[config.mk]
export PLATFORM = sky130hd
export DESIGN_NAME = ultrasonic_echo_ranger_core
export DESIGN_NICKNAME = d
export VERILOG_FILES = /design/src/rtl/uer_pkg.sv /design/src/rtl/uer_ranger.sv /design/src/rtl/uer_text.sv /design/src/rtl/ultrasonic_echo_ranger_core.sv
export SDC_FILE = /design/constraint.sdc
export NUM_CORES = 2
export LEC_CHECK = 0
export BUFFER_PORTS_ARGS = -buffer_cell sky130_fd_sc_hd__buf_4
export CORE_ASPECT_RATIO = 0.8
export CORE_UTILIZATION = 45
export CTS_BUF_LIST = sky130_fd_sc_hd__clkbuf_8
export CTS_CLUSTER_DIAMETER = 40
export CTS_CLUSTER_SIZE = 14
export DETAILED_ROUTE_END_ITERATION = 8
export SLEW_MARGIN = 40
export SYNTH_ARGS = -nofsm -noshare
export SYNTH_HDL_FRONTEND = slang
export SYNTH_HIERARCHICAL = 1
export SYNTH_SLANG_ARGS = --single-unit
[constraint.sdc]
create_clock -name clock -period 9.1 [get_ports clock]
set_clock_uncertainty 0.1 [all_clocks]
set_input_delay 1.365 -clock clock [delete_from_list [all_inputs] [get_ports clock]]
set_output_delay 1.365 -clock clock [all_outputs]
set_load 0.01 [all_outputs]
[src/rtl/uer_pkg.sv]
// Package: shared constants, payload types and the decimal helpers of the echo ranger.
`timescale 1ns / 1ps

package uer_pkg;

   // Echo counter and scale register
   localparam int COUNT_WIDTH = 24;
   localparam int SCALE_WIDTH = 24;
   localparam int FRAC_BITS   = 16;
   localparam int DIST_WIDTH  = 16;
   localparam int PROD_WIDTH  = COUNT_WIDTH + SCALE_WIDTH;
   localparam logic [SCALE_WIDTH-1:0] SCALE_RESET = SCALE_WIDTH'(1114112);

   // Configuration port
   localparam int CSR_DATA_WIDTH = 32;
   localparam int CSR_ADDR_WIDTH = 3;
   localparam logic REG_SPEED_SCALE = 1'b0;

   // Opcodes
   localparam logic OP_TICK = 1'b0;
   localparam logic OP_READ = 1'b1;

   // Text output
   localparam logic [DIST_WIDTH-1:0] TEXT_LIMIT = DIST_WIDTH'(45000);
   localparam logic [7:0] ASCII_ZERO = 8'h30;
   localparam logic [7:0] CH_OPEN    = 8'd91;
   localparam logic [7:0] CH_POINT   = 8'd46;
   localparam logic [7:0] CH_CLOSE   = 8'd93;

   // Character positions after the opening bracket
   localparam logic [2:0] POS_THOUSANDS = 3'd1;
   localparam logic [2:0] POS_HUNDREDS  = 3'd2;
   localparam logic [2:0] POS_TENS      = 3'd3;
   localparam logic [2:0] POS_POINT     = 3'd4;
   localparam logic [2:0] POS_UNITS     = 3'd5;
   localparam logic [2:0] POS_CLOSE     = 3'd6;

   // Reciprocal constants: exact quotients over the ranges used here
   localparam logic [16:0] RECIP_1000 = 17'd67109; // >> 26, value below 65536
   localparam int          SHIFT_1000 = 26;
   localparam logic [5:0]  RECIP_100  = 6'd41;     // >> 12, value below 1000
   localparam int          SHIFT_100  = 12;
   localparam logic [7:0]  RECIP_10   = 8'd205;    // >> 11, value below 1029
   localparam int          SHIFT_10   = 11;

   typedef struct packed {
      logic opcode;
      logic echo_level;
   } req_type;

   typedef struct packed {
      logic       trig;
      logic       measure_done;
      logic       char_valid;
      logic [7:0] char_byte;
      logic       last;
   } rsp_type;

   typedef struct packed {
      logic trig;
      logic done;
   } tick_status_type;

   typedef struct packed {
      logic       busy;
      logic [7:0] char_byte;
      logic       last;
   } text_status_type;

endpackage

[src/rtl/uer_ranger.sv]
// Trigger, echo pulse counter and distance scaling for tick items.
`timescale 1ns / 1ps

module uer_ranger (
   input  logic                                clock,
   input  logic                                reset,
   input  logic                                tick_go,
   input  logic                                echo_level,
   input  logic [uer_pkg::SCALE_WIDTH-1:0]     speed_scale,
   output uer_pkg::tick_status_type            tick_status,
   output logic [uer_pkg::DIST_WIDTH-1:0]      distance
);

   logic [uer_pkg::COUNT_WIDTH-1:0] echo_ticks_ff, echo_ticks_in;
   logic                            armed_ff, armed_in;
   logic [uer_pkg::DIST_WIDTH-1:0]  distance_ff, distance_in;
   logic [uer_pkg::PROD_WIDTH-1:0]  product;
   logic [uer_pkg::DIST_WIDTH-1:0]  dist_calc;
   logic                            echo_end;

   assign product = {{uer_pkg::SCALE_WIDTH{1'b0}}, echo_ticks_ff}
                  * {{uer_pkg::COUNT_WIDTH{1'b0}}, speed_scale};

   // saturate anything above the distance width after the shift
   assign dist_calc = (|product[uer_pkg::PROD_WIDTH-1:uer_pkg::FRAC_BITS+uer_pkg::DIST_WIDTH])
                    ? {uer_pkg::DIST_WIDTH{1'b1}}
                    : product[uer_pkg::FRAC_BITS+uer_pkg::DIST_WIDTH-1:uer_pkg::FRAC_BITS];

   assign echo_end = !echo_level && (echo_ticks_ff != '0);

   assign tick_status.trig = !armed_ff;
   assign tick_status.done = echo_end;

   always_comb begin
      echo_ticks_in = echo_ticks_ff;
      armed_in      = armed_ff;
      distance_in   = distance_ff;
      if (tick_go) begin
         armed_in = 1'b1;
         if (echo_level) begin
            if (!(&echo_ticks_ff))
               echo_ticks_in = echo_ticks_ff + 1'b1;
         end else if (echo_end) begin
            distance_in   = dist_calc;
            echo_ticks_in = '0;
            armed_in      = 1'b0;
         end
      end
   end

   always_ff @(posedge clock) begin
      if (reset) begin
         echo_ticks_ff <= '0;
         armed_ff      <= 1'b0;
         distance_ff   <= '0;
      end else begin
         echo_ticks_ff <= echo_ticks_in;
         armed_ff      <= armed_in;
         distance_ff   <= distance_in;
      end
   end

   assign distance = distance_ff;

endmodule

[src/rtl/uer_text.sv]
// Decimal split of the distance and the character serializer for read items.
`timescale 1ns / 1ps

module uer_text (
   input  logic                               clock,
   input  logic                               reset,
   input  logic                               start,
   input  logic                               step,
   input  logic [uer_pkg::DIST_WIDTH-1:0]     distance,
   output uer_pkg::text_status_type           text_status
);

   logic        busy_ff, busy_in;
   logic [2:0]  pos_ff, pos_in;
   logic [5:0]  thou_ff, thou_in;
   logic [9:0]  rem_ff, rem_in;
   logic [3:0]  hund_ff;
   logic [6:0]  rem2_ff;
   logic [3:0]  tens_ff;
   logic [3:0]  units_ff;

   logic [32:0] thou_prod;
   logic [15:0] hund_prod;
   logic [14:0] tens_prod;
   logic [3:0]  hund_calc;
   logic [6:0]  rem2_calc;
   logic [3:0]  tens_calc;
   logic [3:0]  units_calc;
   logic [7:0]  char_sel;

   // thousands part and remainder, taken when a read starts
   assign thou_prod = {17'd0, distance} * {16'd0, uer_pkg::RECIP_1000};
   assign thou_in   = thou_prod[uer_pkg::SHIFT_1000+5:uer_pkg::SHIFT_1000];
   assign rem_in    = 10'(distance - 16'(thou_in) * 16'd1000);

   // hundreds from the remainder below a thousand
   assign hund_prod = {6'd0, rem_ff} * {10'd0, uer_pkg::RECIP_100};
   assign hund_calc = hund_prod[uer_pkg::SHIFT_100+3:uer_pkg::SHIFT_100];
   assign rem2_calc = 7'(rem_ff - 10'(hund_calc) * 10'd100);

   // tens and units from the remainder below a hundred
   assign tens_prod  = {8'd0, rem2_ff} * {7'd0, uer_pkg::RECIP_10};
   assign tens_calc  = tens_prod[uer_pkg::SHIFT_10+3:uer_pkg::SHIFT_10];
   assign units_calc = 4'(rem2_ff - 7'(tens_calc) * 7'd10);

   always_comb begin
      busy_in = busy_ff;
      pos_in  = pos_ff;
      if (start) begin
         busy_in = 1'b1;
         pos_in  = uer_pkg::POS_THOUSANDS;
      end else if (step) begin
         if (pos_ff == uer_pkg::POS_CLOSE)
            busy_in = 1'b0;
         else
            pos_in = pos_ff + 3'd1;
      end
   end

   always_comb begin
      case (pos_ff)
         uer_pkg::POS_THOUSANDS: char_sel = uer_pkg::ASCII_ZERO + 8'(thou_ff);
         uer_pkg::POS_HUNDREDS:  char_sel = uer_pkg::ASCII_ZERO + 8'(hund_ff);
         uer_pkg::POS_TENS:      char_sel = uer_pkg::ASCII_ZERO + 8'(tens_ff);
         uer_pkg::POS_POINT:     char_sel = uer_pkg::CH_POINT;
         uer_pkg::POS_UNITS:     char_sel = uer_pkg::ASCII_ZERO + 8'(units_ff);
         uer_pkg::POS_CLOSE:     char_sel = uer_pkg::CH_CLOSE;
         default:                char_sel = uer_pkg::CH_CLOSE;
      endcase
   end

   always_ff @(posedge clock) begin
      if (reset) begin
         busy_ff <= 1'b0;
         pos_ff  <= uer_pkg::POS_THOUSANDS;
      end else begin
         busy_ff <= busy_in;
         pos_ff  <= pos_in;
      end
   end

   // digit stages advance every cycle; each is settled before its character is due
   always_ff @(posedge clock) begin
      if (start) begin
         thou_ff <= thou_in;
         rem_ff  <= rem_in;
      end
      hund_ff  <= hund_calc;
      rem2_ff  <= rem2_calc;
      tens_ff  <= tens_calc;
      units_ff <= units_calc;
   end

   assign text_status.busy      = busy_ff;
   assign text_status.char_byte = char_sel;
   assign text_status.last      = (pos_ff == uer_pkg::POS_CLOSE);

endmodule

[src/rtl/ultrasonic_echo_ranger_core.sv]
// Top level of the ultrasonic echo ranger: channels, configuration register, result register.
//
//   channel   direction  payload        transfer when
//   req       in         uer_pkg::req_type  req_valid && !req_stall
//   rsp       out        uer_pkg::rsp_type  rsp_valid && !rsp_stall
//   csr       in/out     speed_scale    psel && penable && pwrite (pready tied high)
//
// A tick item gives one result; a new tick can be taken every cycle unless the output stalls.
// A read gives seven characters, one a cycle from the output register unless it stalls,
// so the next item waits in the input register; a read at 45000 or more gives nothing.
// An input register and the output register let one item wait while a result is stalled.
// Reset is synchronous; it clears the echo count, trigger and distance, and sets the scale
// register back to 17.0 in Q16.
`timescale 1ns / 1ps

module ultrasonic_echo_ranger_core (
   input  logic                                  clock,
   input  logic                                  reset,
   input  logic                                  req_valid,
   output logic                                  req_stall,
   input  uer_pkg::req_type                      req_data,
   output logic                                  rsp_valid,
   input  logic                                  rsp_stall,
   output uer_pkg::rsp_type                      rsp_data,
   input  logic                                  psel,
   input  logic                                  penable,
   input  logic                                  pwrite,
   input  logic [uer_pkg::CSR_ADDR_WIDTH-1:0]    paddr,
   input  logic [uer_pkg::CSR_DATA_WIDTH-1:0]    pwdata,
   output logic [uer_pkg::CSR_DATA_WIDTH-1:0]    prdata,
   output logic                                  pready
);

   logic [uer_pkg::SCALE_WIDTH-1:0] scale_ff, scale_in;
   logic                            in_valid_ff, in_valid_in;
   uer_pkg::req_type                in_data_ff;
   logic                            out_valid_ff, out_valid_in;
   uer_pkg::rsp_type                out_data_ff, out_data_in;

   uer_pkg::tick_status_type        tick_status;
   uer_pkg::text_status_type        text_status;
   logic [uer_pkg::DIST_WIDTH-1:0]  distance;

   logic reg_sel;
   logic out_free;
   logic is_tick;
   logic in_range;
   logic in_go;
   logic tick_go;
   logic text_start;
   logic text_step;
   logic req_take;

   // configuration register
   assign reg_sel = (paddr[uer_pkg::CSR_ADDR_WIDTH-1] == uer_pkg::REG_SPEED_SCALE);
   assign pready  = 1'b1;
   assign prdata  = reg_sel ? uer_pkg::CSR_DATA_WIDTH'(scale_ff) : '0;

   always_comb begin
      scale_in = scale_ff;
      if (psel && penable && pwrite && pready && reg_sel)
         scale_in = pwdata[uer_pkg::SCALE_WIDTH-1:0];
   end

   // item flow
   assign out_free   = !out_valid_ff || !rsp_stall;
   assign is_tick    = (in_data_ff.opcode == uer_pkg::OP_TICK);
   assign in_range   = (distance < uer_pkg::TEXT_LIMIT);
   assign in_go      = in_valid_ff && !text_status.busy
                     && (out_free || (!is_tick && !in_range));
   assign tick_go    = in_go && is_tick;
   assign text_start = in_go && !is_tick && in_range;
   assign text_step  = text_status.busy && out_free;

   assign req_stall  = in_valid_ff && !in_go;
   assign req_take   = req_valid && !req_stall;

   always_comb begin
      in_valid_in = in_valid_ff;
      if (req_take)
         in_valid_in = 1'b1;
      else if (in_go)
         in_valid_in = 1'b0;
   end

   uer_ranger u_ranger (
      .clock       (clock),
      .reset       (reset),
      .tick_go     (tick_go),
      .echo_level  (in_data_ff.echo_level),
      .speed_scale (scale_ff),
      .tick_status (tick_status),
      .distance    (distance)
   );

   uer_text u_text (
      .clock       (clock),
      .reset       (reset),
      .start       (text_start),
      .step        (text_step),
      .distance    (distance),
      .text_status (text_status)
   );

   // result register: hold while stalled, load tick results and characters
   always_comb begin
      out_valid_in = out_valid_ff;
      out_data_in  = out_data_ff;
      if (out_free) begin
         out_valid_in = tick_go || text_start || text_step;
         if (text_step) begin
            out_data_in.trig         = 1'b0;
            out_data_in.measure_done = 1'b0;
            out_data_in.char_valid   = 1'b1;
            out_data_in.char_byte    = text_status.char_byte;
            out_data_in.last         = text_status.last;
         end else if (text_start) begin
            out_data_in.trig         = 1'b0;
            out_data_in.measure_done = 1'b0;
            out_data_in.char_valid   = 1'b1;
            out_data_in.char_byte    = uer_pkg::CH_OPEN;
            out_data_in.last         = 1'b0;
         end else begin
            out_data_in.trig         = tick_status.trig;
            out_data_in.measure_done = tick_status.done;
            out_data_in.char_valid   = 1'b0;
            out_data_in.char_byte    = 8'd0;
            out_data_in.last         = 1'b1;
         end
      end
   end

   always_ff @(posedge clock) begin
      if (reset) begin
         scale_ff     <= uer_pkg::SCALE_RESET;
         in_valid_ff  <= 1'b0;
         out_valid_ff <= 1'b0;
      end else begin
         scale_ff     <= scale_in;
         in_valid_ff  <= in_valid_in;
         out_valid_ff <= out_valid_in;
      end
   end

   always_ff @(posedge clock) begin
      if (req_take)
         in_data_ff <= req_data;
      out_data_ff <= out_data_in;
   end

   assign rsp_valid = out_valid_ff;
   assign rsp_data  = out_data_ff;

endmodule

==> flow_summary.json <==
{
  "rows": 84,
  "cts_tree": "built",
  "cpMostUsedCell": "ha_1",
  "initial_core_util_pct": 45.8,
  "vias_per_cell": 5.18,
  "r2r_start": "u_ranger/distance[7]",
  "setup_ws_ps": 722,
  "multiInputGateArea_sq_mm": 0.0241,
  "fin_setup_tns_ps": 0,
  "regArea_sq_mm": 0.00271,
  "peakVddDrop_mv": 0.276,
  "core_sq_mm": 0.0661,
  "required_ps": 9280,
  "critPathCaptureType": "register",
  "grt_pass1_vias": 23100,
  "switching_power_uw": 932,
  "grt_usage_pct": 23.6,
  "synth-xor-area-share_pct": 2.23,
  "path_max_fanout": 8,
  "worstMarginPinSlew_ps": 873,
  "clock_sink_count": 120,
  "syn_to_final_growth_pct": 6.58,
  "cts_buffers": 17,
  "fin_crit_sh_pct": 92.1,
  "wl_mm": 76.5,
  "pre_cts_ws_ps": 752,
  "min_period_ps": 8380,
  "crit_type": "reg -> reg",
  "async_reset_ff_share_pct": 0,
  "netlist_instances": 3411,
  "grt_first_pass_wirelength_mm": 126,
  "synthMuxAreaShare_pct": 0.141,
  "dieArea_sq_mm": 0.0683,
  "drtIter0Drc": 1387,
  "hold_violations": 0,
  "status": "finished, final reports clean",
  "ys_warn_count": 6,
  "crit_path_start": "u_ranger/distance[7]",
  "io_pins": 91,
  "start_kind": "register",
  "gp_congestion": 0.895,
  "synth_compound_area_share_pct": 7.61,
  "postCtsHoldBufs": 0,
  "fill_cells": 6393,
  "reg2regPathDepth": 30,
  "synth-simple-area-share_pct": 17.4,
  "layout-drive-gt1-share_pct": 7.16,
  "antenna_found_initial": 2,
  "synthAdderAreaFrac_pct": 52.0,
  "slowest_stage": "dfxtp_1",
  "p_per_area_mw_per_mm2": 70.3,
  "ant_nets": 0,
  "r2r_setup_slack_ps": 720,
  "final_common_cell": "inv_1",
  "root_buffer": "clkbuf_8",
  "cap_violations": 0,
  "cts-resized-gates": 0,
  "ys_ff_latch": 120,
  "ys.flop_type": "dfxtp_1",
  "cts_setup_buffers": 0,
  "min_path_type": "reg -> reg",
  "clkPwrFrac_pct": 22.4,
  "sw_frac_of_total_pct": 41.1,
  "endpoint": "u_text/rem_ff[9]",
  "p_comb_share_pct": 48.3,
  "syn-cell-area_sq_mm": 0.0303,
  "place_hpwl_mm": 62.3,
  "clkTransAtPathRegs_ps": 100,
  "clk_latency_ps": 540,
  "fmax_mhz": 119,
  "drc": 0,
  "routedWlPerCell_microns": 17.8,
  "synth_top_family_by_area": "adder cells",
  "nets": 4402,
  "die_h_microns": 234,
  "htree_levels": 4,
  "leakage_nw": 16.7,
  "dr.pass1.iters": 5,
  "seqPwrFrac_pct": 29.3,
  "io_buffers": 71,
  "clockBufferDepth": 2,
  "cp_slowest_stage_delay_ps": 640,
  "diodes": 0,
  "internal-power_mw": 1.33,
  "setup_viol": 0,
  "overflow": 0,
  "arrival_ps": 8560,
  "timing.slew.headroom_pct": 41.7,
  "reg2reg_to": "u_text/rem_ff[9]",
  "drv_slew": 0,
  "grt_max_degree": 51,
  "vias": 22200,
  "avgSynthCellArea_sq_um": 8.87,
  "die_w_microns": 292,
  "rsz0062_at_grt": "no",
  "synth_cell_types": 92,
  "layout_common_cells": "735 x inv_1, 539 x fa_1, 396 x ha_1",
  "ys_seq_area_share_pct": 8.93,
  "synth_edf_count": 30
}
==> power by group through the flow <==
stage          registers [mW]  logic (mW)  clock network, mW
6_report                0.663        1.09              0.508
5_1_grt                 0.669        1.29              0.543
4_1_cts                 0.663        1.12              0.525
3_5_place_dp            0.675        1.10                  0
3_3_place_gp            0.675        1.10                  0
2_1_floorplan           0.655       0.864                  0
==> cell usage after synthesis (6+ instances only) <==
cell	n	area share [%]
o21a_1	9	0.22
nor2_1	79	0.98
o21ai_1	10	0.17
a211oi_1	13	0.32
inv_1	735	9.1
xor2_1	37	1.1
fa_1	539	36
or3_1	13	0.27
nor4_1	22	0.45
and3_1	13	0.27
o21bai_1	24	0.60
dfxtp_1	90	6.0
edfxtp_1	30	3.0
o21ai_0	57	0.94
buf_1	7	0.087
buf_4	14	0.35
nand4_1	29	0.60
ha_1	396	16
nor2b_1	32	0.66
a21o_1	24	0.60
o211ai_1	10	0.25
or2_2	6	0.12
nand2b_1	7	0.14
nand2_1	348	4.3
xnor2_1	40	1.2
and4_1	6	0.17
clkbuf_1	138	1.7
nor3_1	28	0.46
a21oi_1	139	2.3
nand3_1	22	0.36
a31oi_1	8	0.17
buf_2	13	0.22
and2_1	368	7.6
==> kinds of logic after synthesis <==
logic type,count (synthesis)
flip-flops,120
AND/OR/NAND/NOR,1003
XOR/XNOR,77
multiplexers,4
buffers and inverters,912
other,3
AO/OA/AOI/OAI,357
adder cells (fa/ha/maj),935
==> area by class of cell <==
| cell class | count | share of cell area, % |
|---|---|---|
| tap | 860 | 3.34 |
| clock inverter | 15 | 0.466 |
| timing repair buffer | 162 | 3.82 |
| multi-input combinational | 2386 | 74.7 |
| sequential | 120 | 8.42 |
| inverter | 736 | 8.57 |
| clock buffer | 17 | 0.726 |
==> metal layers <==
layer / vias up / wire [microns] / share of wire [%] / GRT usage [%]
met5: - / 0 / 0 / 0
met2: 565 / 34900 / 46 / 38.2
met4: 0 / 1660 / 2.2 / 5.87
li1: 10500 / - / - / -
met1: 11100 / 36300 / 48 / 33.8
met3: 89 / 3640 / 4.8 / 2.56
==> worst min-delay path by stage <==
stage / startpoint / end / slack [ps] / cells after the start
2_1_floorplan: u_text/rem_ff[0] / u_text/rem2_ff[0] / 270 / 0
6_report: u_text/rem_ff[0] / u_text/rem2_ff[0] / 320 / 0
3_5_place_dp: u_text/rem_ff[0] / u_text/rem2_ff[0] / 310 / 0
4_1_cts: u_text/rem_ff[0] / u_text/rem2_ff[0] / 330 / 0
5_1_grt: u_text/rem_ff[0] / u_text/rem2_ff[0] / 360 / 0
3_3_place_gp: u_text/rem_ff[0] / u_text/rem2_ff[0] / 330 / 0
==> metrics by stage <==
| step | utilization (%) | total power, mW | cells | hold slack, ps | area (sq um) |
|---|---|---|---|---|---|
| after CTS | 48.8 | 2.31 | 4296 | 326 | 32200 |
| final | 48.8 | 2.27 | 4296 | 321 | 32200 |
| after global placement | 48.1 | 1.77 | 4262 | 329 | 31800 |
| after detailed placement | 48.2 | 1.77 | 4264 | 307 | 31900 |
| after global routing | 48.8 | 2.51 | 4296 | 355 | 32200 |
| after floorplan | - | 1.52 | 3418 | 268 | 30300 |
==> state kept, by name, indices dropped and copies added, names as in the netlist <==
name,cells
u_ranger/armed_ff,1
in_data_ff,2
in_valid_ff,1
u_text/tens_ff,4
u_text/rem2_ff,7
u_text/units_ff,4
u_text/thou_ff,6
scale_ff,24
rsp_data,12
u_text/hund_ff,4
u_text/busy_ff,1
u_text/rem_ff,10
rsp_valid,1
u_text/pos_ff,3
u_ranger/distance,16
u_ranger/echo_ticks_ff,24
==> worst max-delay path: cells and delay by family, from the launching register on <==
family | cells | cell delay (ps)
adder cells (fa/ha/maj) | 13 | 4640
AND/OR/NAND/NOR | 1 | 590
AO/OA/AOI/OAI | 7 | 1180
XOR/XNOR | 4 | 720
buffers and inverters | 5 | 280
flip-flops | 1 | 640
(Power assumes the default switching activity.)
